==> src/rtl/assert_macros.svh <==
// Assertion helpers for the escape-time RTL.
// Each macro takes a label, a clock, a reset and a property expression.
`ifndef ASSERT_MACROS_SVH
`define ASSERT_MACROS_SVH

`ifndef SYNTH

`define ASSERT_PROP(label, clk, rst, prop) \
   label: assert property (@(posedge clk) disable iff (rst) (prop)) \
      else $error("assertion failed");

`define ASSERT_NEVER(label, clk, rst, expr) \
   `ASSERT_PROP(label, clk, rst, !(expr))

`else

`define ASSERT_PROP(label, clk, rst, prop)

`define ASSERT_NEVER(label, clk, rst, expr)

`endif

`endif

==> src/rtl/bship_pkg.sv <==
`default_nettype none

package bship_pkg;

   // field widths
   localparam int COORD_W = 32;
   localparam int PIX_W   = 10;
   localparam int ITER_W  = 11;
   localparam int PAL_W   = 9;
   localparam int COLOR_W = 8;
   localparam int Z_W     = 31;
   localparam int PROD_W  = 2 * Z_W;
   localparam int WIDE_W  = 64;

   // configuration port
   localparam int CSR_ADDR_W = 3;
   localparam int CSR_DATA_W = 32;
   localparam logic CSR_IDX_MAX_ITER = 1'b0;
   localparam logic CSR_IDX_PALETTE  = 1'b1;

   localparam logic [ITER_W-1:0] MAX_ITER_RESET = 11'd64;
   localparam logic [PAL_W-1:0]  PALETTE_RESET  = 9'd16;

   // saturation bounds of the signed 32-bit range
   localparam logic signed [WIDE_W-1:0] SAT_POS = 64'sh0000_0000_7FFF_FFFF;
   localparam logic signed [WIDE_W-1:0] SAT_NEG = 64'shFFFF_FFFF_8000_0000;

   // sequencer: one multiply per step, three per iteration, then update
   typedef enum logic [2:0] {
      S_IDLE,
      S_RR,
      S_II,
      S_RI,
      S_UPD,
      S_DONE
   } state_type;

   // clamp to signed 32 bits, then absolute value clamped to 2^31-1
   function automatic logic [Z_W-1:0] sat_abs(input logic signed [WIDE_W-1:0] v);
      logic signed [COORD_W-1:0] s;
      logic signed [COORD_W-1:0] neg;
      if (v > SAT_POS) begin
         s = SAT_POS[COORD_W-1:0];
      end else if (v < SAT_NEG) begin
         s = SAT_NEG[COORD_W-1:0];
      end else begin
         s = v[COORD_W-1:0];
      end
      neg = -s;
      if (s == SAT_NEG[COORD_W-1:0]) begin
         return SAT_POS[Z_W-1:0];
      end else if (s < 0) begin
         return neg[Z_W-1:0];
      end else begin
         return s[Z_W-1:0];
      end
   endfunction

endpackage

`default_nettype wire

==> src/rtl/burning_ship_escape_time_top.sv <==
// Burning Ship escape-time unit.
// Request channel (req_valid/req_ready) takes one point c in signed fixed
// point plus a pixel tag. Response channel (rsp_valid/rsp_ready) returns the
// tag, the escape flag, the iteration count and the palette index.
// One point is worked at a time; req_ready is high only while the sequencer
// is idle. Each iteration steps through S_RR, S_II, S_RI and S_UPD on a single
// shared 31x31 multiplier (zr*zr, zi*zi, zr*zi, then the escape test result
// and the z update). rsp_valid rises once a point escapes or runs to the
// limit; a zero limit sends the point from idle straight to the result. The
// next point is taken only once that result is loaded and the sequencer is
// back in idle, so the iteration limit sets the throughput.
// A result waits in an output register; when the receiver stalls, the
// finished point holds the sequencer until the register frees up, and a new
// point is taken in the cycle after that result is loaded.
// Registers on the APB port: 0x0 max_iterations (11 bits, reset 64),
// 0x4 palette_size (9 bits, reset 16). Write them only while idle.
// Synchronous active-high reset returns the sequencer to idle, drops
// rsp_valid and restores the register defaults.
`default_nettype none
`include "assert_macros.svh"

module burning_ship_escape_time_top #(
   parameter int ITER_LIMIT_MAX = 1024,
   parameter int PALETTE_MAX    = 256,
   parameter int FRAC_BITS      = 28
) (
   input  wire logic                                 clock,
   input  wire logic                                 reset,
   // request channel
   input  wire logic                                 req_valid,
   output logic                                      req_ready,
   input  wire logic signed [bship_pkg::COORD_W-1:0] req_c_real,
   input  wire logic signed [bship_pkg::COORD_W-1:0] req_c_imag,
   input  wire logic [bship_pkg::PIX_W-1:0]          req_pixel_x,
   input  wire logic [bship_pkg::PIX_W-1:0]          req_pixel_y,
   // response channel
   output logic                                      rsp_valid,
   input  wire logic                                 rsp_ready,
   output logic [bship_pkg::PIX_W-1:0]               rsp_out_x,
   output logic [bship_pkg::PIX_W-1:0]               rsp_out_y,
   output logic                                      rsp_escaped,
   output logic [bship_pkg::ITER_W-1:0]              rsp_iteration_count,
   output logic [bship_pkg::COLOR_W-1:0]             rsp_color_index,
   // configuration port
   input  wire logic                                 csr_psel,
   input  wire logic                                 csr_penable,
   input  wire logic                                 csr_pwrite,
   input  wire logic [bship_pkg::CSR_ADDR_W-1:0]     csr_paddr,
   input  wire logic [bship_pkg::CSR_DATA_W-1:0]     csr_pwdata,
   output logic [bship_pkg::CSR_DATA_W-1:0]          csr_prdata,
   output logic                                      csr_pready
);

   localparam int ITER_W  = bship_pkg::ITER_W;
   localparam int PAL_W   = bship_pkg::PAL_W;
   localparam int Z_W     = bship_pkg::Z_W;
   localparam int PROD_W  = bship_pkg::PROD_W;
   localparam int WIDE_W  = bship_pkg::WIDE_W;
   localparam int COORD_W = bship_pkg::COORD_W;
   localparam int PIX_W   = bship_pkg::PIX_W;
   localparam int COLOR_W = bship_pkg::COLOR_W;

   localparam logic [WIDE_W-1:0] ESC_BOUND = 64'd4 << FRAC_BITS;

   // configuration registers
   logic [ITER_W-1:0] max_iter_ff, max_iter_in;
   logic [PAL_W-1:0]  palette_ff, palette_in;

   // sequencer and datapath registers
   bship_pkg::state_type state_ff, state_in;
   logic signed [COORD_W-1:0] c_real_ff, c_real_in;
   logic signed [COORD_W-1:0] c_imag_ff, c_imag_in;
   logic [PIX_W-1:0]          pix_x_ff, pix_x_in;
   logic [PIX_W-1:0]          pix_y_ff, pix_y_in;
   logic [Z_W-1:0]            zr_ff, zr_in;
   logic [Z_W-1:0]            zi_ff, zi_in;
   logic [PROD_W-1:0]         rr_ff, rr_in;
   logic [PROD_W-1:0]         ii_ff, ii_in;
   logic [PROD_W-1:0]         ri_ff, ri_in;
   logic signed [WIDE_W-1:0]  diff_ff, diff_in;
   logic                      esc_ff, esc_in;
   logic [ITER_W-1:0]         iter_ff, iter_in;
   logic [PAL_W-1:0]          color_ff, color_in;

   // output register
   logic                      rsp_valid_ff, rsp_valid_in;
   logic [PIX_W-1:0]          rsp_x_ff, rsp_x_in;
   logic [PIX_W-1:0]          rsp_y_ff, rsp_y_in;
   logic                      rsp_esc_ff, rsp_esc_in;
   logic [ITER_W-1:0]         rsp_cnt_ff, rsp_cnt_in;
   logic [COLOR_W-1:0]        rsp_color_ff, rsp_color_in;

   // shared multiplier
   logic [Z_W-1:0]    mul_a, mul_b;
   logic [PROD_W-1:0] mul_p;

   logic [ITER_W-1:0]        limit_eff;
   logic [PAL_W-1:0]         pal_eff;
   logic [WIDE_W-1:0]        mag;
   logic signed [WIDE_W-1:0] nr, ni;
   logic [WIDE_W-1:0]        ri_shift;
   logic [ITER_W-1:0]        iter_next;
   logic [PAL_W-1:0]         color_next;
   logic                     csr_wr;
   logic                     esc_out;

   // clamp the register values to the supported maxima
   assign limit_eff = (32'(max_iter_ff) > 32'(ITER_LIMIT_MAX)) ?
                      ITER_W'(ITER_LIMIT_MAX) : max_iter_ff;
   assign pal_eff   = (32'(palette_ff) > 32'(PALETTE_MAX)) ?
                      PAL_W'(PALETTE_MAX) : palette_ff;

   // configuration port
   assign csr_pready = 1'b1;
   assign csr_wr     = csr_psel && csr_penable && csr_pwrite && csr_pready;
   assign csr_prdata = (csr_paddr[2] == bship_pkg::CSR_IDX_PALETTE) ?
                       {{(32 - PAL_W){1'b0}}, palette_ff} :
                       {{(32 - ITER_W){1'b0}}, max_iter_ff};

   always_comb begin
      max_iter_in = max_iter_ff;
      palette_in  = palette_ff;
      if (csr_wr) begin
         unique case (csr_paddr[2])
            bship_pkg::CSR_IDX_MAX_ITER: max_iter_in = csr_pwdata[ITER_W-1:0];
            bship_pkg::CSR_IDX_PALETTE:  palette_in  = csr_pwdata[PAL_W-1:0];
            default: ;
         endcase
      end
   end

   // operand select for the shared multiplier
   always_comb begin
      unique case (state_ff)
         bship_pkg::S_RR: begin
            mul_a = zr_ff;
            mul_b = zr_ff;
         end
         bship_pkg::S_II: begin
            mul_a = zi_ff;
            mul_b = zi_ff;
         end
         default: begin
            mul_a = zr_ff;
            mul_b = zi_ff;
         end
      endcase
   end
   assign mul_p = PROD_W'(mul_a) * PROD_W'(mul_b);

   // escape test and z update terms (diff is signed so its shift floors)
   assign mag        = WIDE_W'(rr_ff) + WIDE_W'(ii_ff);
   assign ri_shift   = WIDE_W'({1'b0, ri_ff, 1'b0}) >> FRAC_BITS;
   assign nr         = (diff_ff >>> FRAC_BITS) +
                       $signed({{(WIDE_W - COORD_W){c_real_ff[COORD_W-1]}}, c_real_ff});
   assign ni         = $signed(ri_shift) +
                       $signed({{(WIDE_W - COORD_W){c_imag_ff[COORD_W-1]}}, c_imag_ff});
   assign iter_next  = iter_ff + 1'b1;
   assign color_next = (color_ff + 1'b1 == pal_eff) ? '0 : color_ff + 1'b1;
   assign esc_out    = (iter_ff != limit_eff);

   assign req_ready = (state_ff == bship_pkg::S_IDLE);

   // sequencer
   always_comb begin
      state_in     = state_ff;
      c_real_in    = c_real_ff;
      c_imag_in    = c_imag_ff;
      pix_x_in     = pix_x_ff;
      pix_y_in     = pix_y_ff;
      zr_in        = zr_ff;
      zi_in        = zi_ff;
      rr_in        = rr_ff;
      ii_in        = ii_ff;
      ri_in        = ri_ff;
      diff_in      = diff_ff;
      esc_in       = esc_ff;
      iter_in      = iter_ff;
      color_in     = color_ff;
      rsp_valid_in = rsp_valid_ff && !rsp_ready;
      rsp_x_in     = rsp_x_ff;
      rsp_y_in     = rsp_y_ff;
      rsp_esc_in   = rsp_esc_ff;
      rsp_cnt_in   = rsp_cnt_ff;
      rsp_color_in = rsp_color_ff;
      unique case (state_ff)
         bship_pkg::S_IDLE: begin
            if (req_valid) begin
               c_real_in = req_c_real;
               c_imag_in = req_c_imag;
               pix_x_in  = req_pixel_x;
               pix_y_in  = req_pixel_y;
               zr_in     = '0;
               zi_in     = '0;
               iter_in   = '0;
               color_in  = '0;
               state_in  = (limit_eff == '0) ? bship_pkg::S_DONE : bship_pkg::S_RR;
            end
         end
         bship_pkg::S_RR: begin
            rr_in    = mul_p;
            state_in = bship_pkg::S_II;
         end
         bship_pkg::S_II: begin
            ii_in    = mul_p;
            state_in = bship_pkg::S_RI;
         end
         bship_pkg::S_RI: begin
            // cross product, escape test and real-part difference in parallel
            ri_in    = mul_p;
            esc_in   = (mag >> FRAC_BITS) >= ESC_BOUND;
            diff_in  = $signed(WIDE_W'(rr_ff)) - $signed(WIDE_W'(ii_ff));
            state_in = bship_pkg::S_UPD;
         end
         bship_pkg::S_UPD: begin
            if (esc_ff) begin
               state_in = bship_pkg::S_DONE;
            end else begin
               zr_in    = bship_pkg::sat_abs(nr);
               zi_in    = bship_pkg::sat_abs(ni);
               iter_in  = iter_next;
               color_in = color_next;
               state_in = (iter_next == limit_eff) ? bship_pkg::S_DONE : bship_pkg::S_RR;
            end
         end
         bship_pkg::S_DONE: begin
            // load the output register once it is free
            if (!rsp_valid_ff || rsp_ready) begin
               rsp_valid_in = 1'b1;
               rsp_x_in     = pix_x_ff;
               rsp_y_in     = pix_y_ff;
               rsp_esc_in   = esc_out;
               rsp_cnt_in   = iter_ff;
               rsp_color_in = (esc_out && pal_eff != '0) ? color_ff[COLOR_W-1:0] : '0;
               state_in     = bship_pkg::S_IDLE;
            end
         end
         default: state_in = bship_pkg::S_IDLE;
      endcase
   end

   // control registers
   always_ff @(posedge clock) begin
      if (reset) begin
         state_ff     <= bship_pkg::S_IDLE;
         rsp_valid_ff <= 1'b0;
         max_iter_ff  <= bship_pkg::MAX_ITER_RESET;
         palette_ff   <= bship_pkg::PALETTE_RESET;
      end else begin
         state_ff     <= state_in;
         rsp_valid_ff <= rsp_valid_in;
         max_iter_ff  <= max_iter_in;
         palette_ff   <= palette_in;
      end
   end

   // payload registers
   always_ff @(posedge clock) begin
      c_real_ff    <= c_real_in;
      c_imag_ff    <= c_imag_in;
      pix_x_ff     <= pix_x_in;
      pix_y_ff     <= pix_y_in;
      zr_ff        <= zr_in;
      zi_ff        <= zi_in;
      rr_ff        <= rr_in;
      ii_ff        <= ii_in;
      ri_ff        <= ri_in;
      diff_ff      <= diff_in;
      esc_ff       <= esc_in;
      iter_ff      <= iter_in;
      color_ff     <= color_in;
      rsp_x_ff     <= rsp_x_in;
      rsp_y_ff     <= rsp_y_in;
      rsp_esc_ff   <= rsp_esc_in;
      rsp_cnt_ff   <= rsp_cnt_in;
      rsp_color_ff <= rsp_color_in;
   end

   assign rsp_valid           = rsp_valid_ff;
   assign rsp_out_x           = rsp_x_ff;
   assign rsp_out_y           = rsp_y_ff;
   assign rsp_escaped         = rsp_esc_ff;
   assign rsp_iteration_count = rsp_cnt_ff;
   assign rsp_color_index     = rsp_color_ff;

   // checks
   `ASSERT_PROP(a_accept_starts, clock, reset,
      (req_valid && req_ready) |=> (state_ff != bship_pkg::S_IDLE))
   `ASSERT_NEVER(a_iter_bound, clock, reset,
      (state_ff != bship_pkg::S_IDLE) && (iter_ff > limit_eff))
   `ASSERT_NEVER(a_color_bound, clock, reset,
      (state_ff != bship_pkg::S_IDLE) && (pal_eff != '0) && (color_ff >= pal_eff))
   `ASSERT_PROP(a_done_loads, clock, reset,
      ((state_ff == bship_pkg::S_DONE) && !rsp_valid_ff) |=> rsp_valid_ff)

endmodule

`default_nettype wire

==> config.mk <==
export PLATFORM = sky130hd
export DESIGN_NAME = burning_ship_escape_time_top
export DESIGN_NICKNAME = d
export VERILOG_FILES = /design/src/rtl/bship_pkg.sv /design/src/rtl/burning_ship_escape_time_top.sv
export VERILOG_INCLUDE_DIRS = /design/src /design/src/rtl
export SDC_FILE = /design/constraint.sdc
export NUM_CORES = 2
export LEC_CHECK = 0
export BUFFER_PORTS_ARGS = -buffer_cell sky130_fd_sc_hd__buf_4
export CAP_MARGIN = 0
export CORE_UTILIZATION = 60
export CTS_CLUSTER_DIAMETER = 150
export DETAILED_ROUTE_END_ITERATION = 8
export GPL_ROUTABILITY_DRIVEN = 0
export PLACE_DENSITY = 0.8
export SKIP_LAST_GASP = 1
export SLEW_MARGIN = 20
export SYNTH_ARGS = -nofsm -noshare
export SYNTH_HDL_FRONTEND = slang
export SYNTH_SLANG_ARGS = --single-unit
==> constraint.sdc <==
create_clock -name clock -period 16.75 [get_ports clock]
set_input_delay 0.8375 -clock clock [delete_from_list [all_inputs] [get_ports clock]]
set_output_delay 0.8375 -clock clock [all_outputs]
set_load 0.01 [all_outputs]
Word level (Yosys, flattened, before mapping)
Cells that the tools add are included.

storage, ports and cells
  output and inout port bits = 75
  register bits = 480
  input port bits = 126
  word-level logic and storage cells = 108

cells by class
  reductions and logical operators = 17
  magnitude comparators = 9
  $mul = 1
  bitwise operators = 1
  multiplexer cells = 37
  $add $sub $neg = 8
  equality and inequality tests = 13

operators by type and width
  kind                                                              number
  2-to-1 mux 31 bit                                                 9
  2-to-1 mux 32 bit                                                 8
  one-hot mux 31 bit (2 select lines)                               2
  == test 32 bit (second input constant)                            2
  less-than comparator 32 x 1 -> 1 bit (second input constant)      2
  adder 62 x 62 -> 63 bit                                           1
  subtractor 62 x 62 -> 63 bit                                      1
  multiplier 31 x 31 -> 62 bit                                      1
  negator 31 bit                                                    2
  2-to-1 mux 11 bit                                                 4
  adder 36 x 32 -> 37 bit                                           1
  greater-than comparator 37 x 32 -> 1 bit (second input constant)  1
  less-than comparator 37 x 32 -> 1 bit (second input constant)     1
  adder 35 x 32 -> 36 bit                                           1
  greater-than comparator 36 x 32 -> 1 bit (second input constant)  1
  less-than comparator 36 x 32 -> 1 bit (second input constant)     1
  2-to-1 mux 9 bit                                                  4
  >= comparator 35 x 31 -> 1 bit (second input constant)            1
  one-hot mux 11 bit (2 select lines)                               1
  one-hot mux 3 bit (6 select lines)                                1
  one-hot mux 9 bit (2 select lines)                                1
  2-to-1 mux 3 bit                                                  5
  adder 11 x 1 -> 11 bit (second input constant)                    1
  == test 11 bit                                                    1
  20 further kinds                                                  33

Longest topological paths before layout
  word-level depth = 11
  depth in mapped cells = 35

Least setup slack after synthesis
Ideal clock, no wire load.

  path type = flip-flop to flip-flop
  start point = register state_ff[1]
  end point = register ii_ff[50], data pin
  library setup time = 272 ps
  setup slack = 5240 ps
  arrival time = 11237 ps
  clock period less this slack = 11510 ps
  path buffers = 3
  stages on the path, launching flop included = 31
  required time = 16478 ps
  cells stage by stage = dfxtp_1 > clkbuf_1 > nand2b_1 > nor2_1 > clkbuf_1 > buf_1 > mux2i_1 > nor2_1 > fa_1 > fa_1 > fa_1 > inv_1 > fa_1 > inv_1 > fa_1 > fa_1 > fa_1 > fa_1 > ha_1 > and3_1 > and3_1 > and4_1 > nor2b_1 > a211oi_1 > o21ai_0 > a31oi_1 > o21ai_0 > a31oi_1 > o221ai_1 > a221o_1 > xor2_1

on the way
  cells in the longest elaborated chain, start to end = 3
  elaborated cells between the ends (all ways) = 5
  those cells by class = mul (1); eq/ne (2); mux (2)

ends and longest elaborated chain
  what                                                              RTL line                             text
  from (decl)                                                       burning_ship_escape_time_top.sv:70   bship_pkg::state_type state_ff, state_in;
  from (signal assigned)                                            burning_ship_escape_time_top.sv:245  state_ff <= bship_pkg::S_IDLE;
  from (signal assigned)                                            burning_ship_escape_time_top.sv:250  state_ff <= state_in;
  == test 3 x 2 -> 1 bit or == test 3 x 1 -> 1 bit (tied branches)  burning_ship_escape_time_top.sv:134  unique case (state_ff)
  2-to-1 mux 31 bit                                                 burning_ship_escape_time_top.sv:134
  multiplier 31 x 31 -> 62 bit (*)                                  burning_ship_escape_time_top.sv:149  assign mul_p = PROD_W'(mul_a) * PROD_W'(mul_b);
  named net mul_p[50]                                               burning_ship_escape_time_top.sv:95   logic [PROD_W-1:0] mul_p;
  to (signal assigned)                                              burning_ship_escape_time_top.sv:266  ii_ff <= ii_in;
  to (decl)                                                         burning_ship_escape_time_top.sv:78   logic [PROD_W-1:0] ii_ff, ii_in;

Mark *: on every way through the listed nets, which the timed path passes. The rest lies on a longest branch.
A chain may end at the register's enable or synchronous reset.

Worst setup path in the final report
  start point = register state_ff[2]
  end point = register rr_ff[56], data pin

on the way
  cells in the longest elaborated chain, start to end = 3
  elaborated cells between the ends (all ways) = 5
  those cells by class = mul (1); eq/ne (2); mux (2)

ends and longest elaborated chain
  what                                                              RTL line                             text
  == test 3 x 2 -> 1 bit or == test 3 x 1 -> 1 bit (tied branches)  burning_ship_escape_time_top.sv:134
  2-to-1 mux 31 bit                                                 burning_ship_escape_time_top.sv:134
  multiplier 31 x 31 -> 62 bit (*)                                  burning_ship_escape_time_top.sv:149
  named net mul_p[56]                                               burning_ship_escape_time_top.sv:95
  to (signal assigned)                                              burning_ship_escape_time_top.sv:265  rr_ff <= rr_in;
  to (decl)                                                         burning_ship_escape_time_top.sv:77   logic [PROD_W-1:0] rr_ff, rr_in;

Marked as above.

==> out/metrics.cfg <==
[routing]
drt_iter0_markers = 5661
vias_per_cell = 6.262
avgRoutedWirePerCell_um = 22.50
firstDrtPassIters = 9
drc = 0
ant_nets = 0
wl_mm = 164.8
vias = 45860

[synth]
netlist_area_um2 = 56770
yosysTopAreaCell = fa_1
avgSynthCellArea_um2 = 9.441
synth_area_leaders = fa_1 (30%), edfxtp_1 (21%), ha_1 (10%)
ys_async_sr_fraction_pct = 0
seq_area_frac_synth_pct = 22.06
yosys_warnings = 0
ys.flop_type = edfxtp_1
netlist.area_leader.share_pct = 29.59
synth_edf_count = 401
synth_cell_type_count = 100
synth_cells = 6013
synth-seq-cells = 425

[setup_path]
end_kind = flop
cp.required_ns = 17.04
crit_arrival_ns = 13.03
slowest_stage = mux2i_1
max_stage_delay_ns = 1.06
crit_fanout = 50
startpoint_type = flop
r2r_start = state_ff[2]
crit_top_cell = fa_1
ff2ff_setup_slack_ns = 4.01
path_class = flop to flop
critPathLaunch = state_ff[2]

[layout]
fin_nets = 7455
fin_cells = 7323
drive_gt1_share_pct = 7.515
layout_common_cells = inv_1 (917), fa_1 (839), nor2_1 (717), nand2_1 (681), ha_1 (452)
layout_commonest_cell = inv_1
syn_to_final_growth_pct = 6.722

[global_routing]
grt_pass1_vias = 45990
grt_antenna_before_repair = 3
grt_max_degree = 122
grtUsageTotal_pct = 34.93
use_met1_pct = 45.38
grt-busiest-layer = met2
grt_pass1_wl_mm = 254.5
met2_usage_pct = 52.57
grtUsageMet3_pct = 10.32
grt_overflow_total = 0

[clocking]
cts_max_path_buffers = 3
clk_pin_slew_ns = 0.07
hold_buffers = 0
cts.sinks = 425
cts_tree = built
cts_root_buf = clkbuf_16
cts_buffers = 40
cts-resized-gates = 0
clkLatencyLatePin_ns = 0.56
h-tree-depth = 2
cts_setup_buffers = 0

[sta]
fin_ws_ns = 4.011
setup_viol = 0
fmax_mhz = 78.50
max-slew-margin-rel_pct = 17.27
rsz0062_at_grt = no
fin_crit_sh_pct = 76.05
slew_violations = 0
finalSetupTns_ns = 0
tightest_slew_ns = 1.206
post-route-min-period_ns = 12.74
fin_skew_ns = 0.02435
hold_viol = 0

[placed_design]
dp_hpwl_mm = 124.7
port_buffers = 155
dp_slack_ns = 4.779
dpl.cell_count = 7249

[floorplan]
start_util_pct = 60.74
die_w_um = 309.6
die_area_um2 = 95850
chipHeight_um = 309.6
coreArea_um2 = 93470
fp-row-count = 112
ios = 201

[status]
outcome = complete, no violations

[worst_hold_path]
hold_path.class = flop to flop
min_from = pix_y_ff[7]

[job]
maxCapViolations = 0

-- metal layers --
layer  part of all wire (%)  vias up  routed length (um)
li1                       -    19740                   -
met1                     36    22400               59370
met3                     13      766               22010
met5                  0.025        -                  42
met4                    7.2        6               11920
met2                     43     2946               71460
-- stage by stage --
stage          area [um^2]  hold slack (ns)  util [%]
2_1_floorplan        56840           0.4003         -
3_3_place_gp         59220           0.4006     63.36
3_5_place_dp         59230           0.4045     63.37
4_1_cts              60550           0.4180     64.79
5_1_grt              60580           0.4254     64.82
6_report             60590           0.4148     64.82
-- final timing paths --
kind	depth (start not counted)	endpoint
min reg2reg	0	rsp_out_y[7]
min	0	rsp_out_y[7]
max reg2reg	30	rr_ff[56]
max	30	rr_ff[56]
-- logic make-up after synthesis --
group,Yosys count,share of synthesized area (%)
AO/OA/AOI/OAI,973,11.17
XOR/XNOR,175,2.713
adder cells (fa/ha/maj),1291,39.55
buffers and inverters,1188,8.069
flip-flops,425,22.06
multiplexers,135,2.532
other,2,0.01323
AND/OR/NAND/NOR,1824,13.89
-- sequential cells by signal, indices dropped and copies added (netlist names), 3 cells and up --
name / cells
rsp_out_y: 10
zr_ff: 31
rr_ff: 62
ri_ff: 35
rsp_color_index: 8
c_real_ff: 32
iter_ff: 11
max_iter_ff: 11
pix_y_ff: 10
rsp_out_x: 10
pix_x_ff: 10
color_ff: 9
c_imag_ff: 32
rsp_iteration_count: 11
state_ff: 3
palette_ff: 9
ii_ff: 62
zi_ff: 31
diff_ff: 35
-- Yosys cell counts (17+ instances only) --
library cell / instances
inv_1: 917
fa_1: 839
nor2_1: 720
nand2_1: 682
ha_1: 452
edfxtp_1: 401
a21oi_1: 312
clkbuf_1: 214
o21ai_0: 172
xnor2_1: 112
a21o_1: 105
mux2_2: 69
nand3_1: 69
mux2i_1: 66
nor3_1: 63
xor2_1: 62
nand4_1: 43
a211oi_1: 38
a31oi_1: 38
and2_1: 37
o21bai_1: 34
and3_1: 32
nor2b_1: 32
nand2b_1: 30
o211ai_1: 30
o21a_1: 27
dfxtp_1: 24
o31ai_1: 24
buf_4: 22
nor4_1: 22
or3_1: 22
buf_2: 18
o22ai_1: 17
-- critical path: cells and delay by family (launching register included) --
family | cells | cell delay (ns)
compound gates | 6 | 2.98
xor+xnor | 1 | 0.42
mux | 1 | 1.06
buf+inv | 6 | 1.54
flops | 1 | 0.44
fa+ha+maj | 9 | 4.02
simple gates | 7 | 1.99
-- final cells by class --
| cell class | instances | area [um^2] |
|---|---|---|
| clock inverter | 28 | 309.0 |
| fill | 7200 | 32880 |
| multi-input combinational | 4420 | 39940 |
| antenna | 1 | 2.502 |
| tap | 1254 | 1569 |
| clock buffer | 44 | 1016 |
| inverter | 917 | 3442 |
| timing repair buffer | 234 | 1782 |
| sequential | 425 | 12520 |
Power is left out: the tool's default activity adds up to more than one toggle a clock period on the data nets, which glitch-free logic cannot reach.
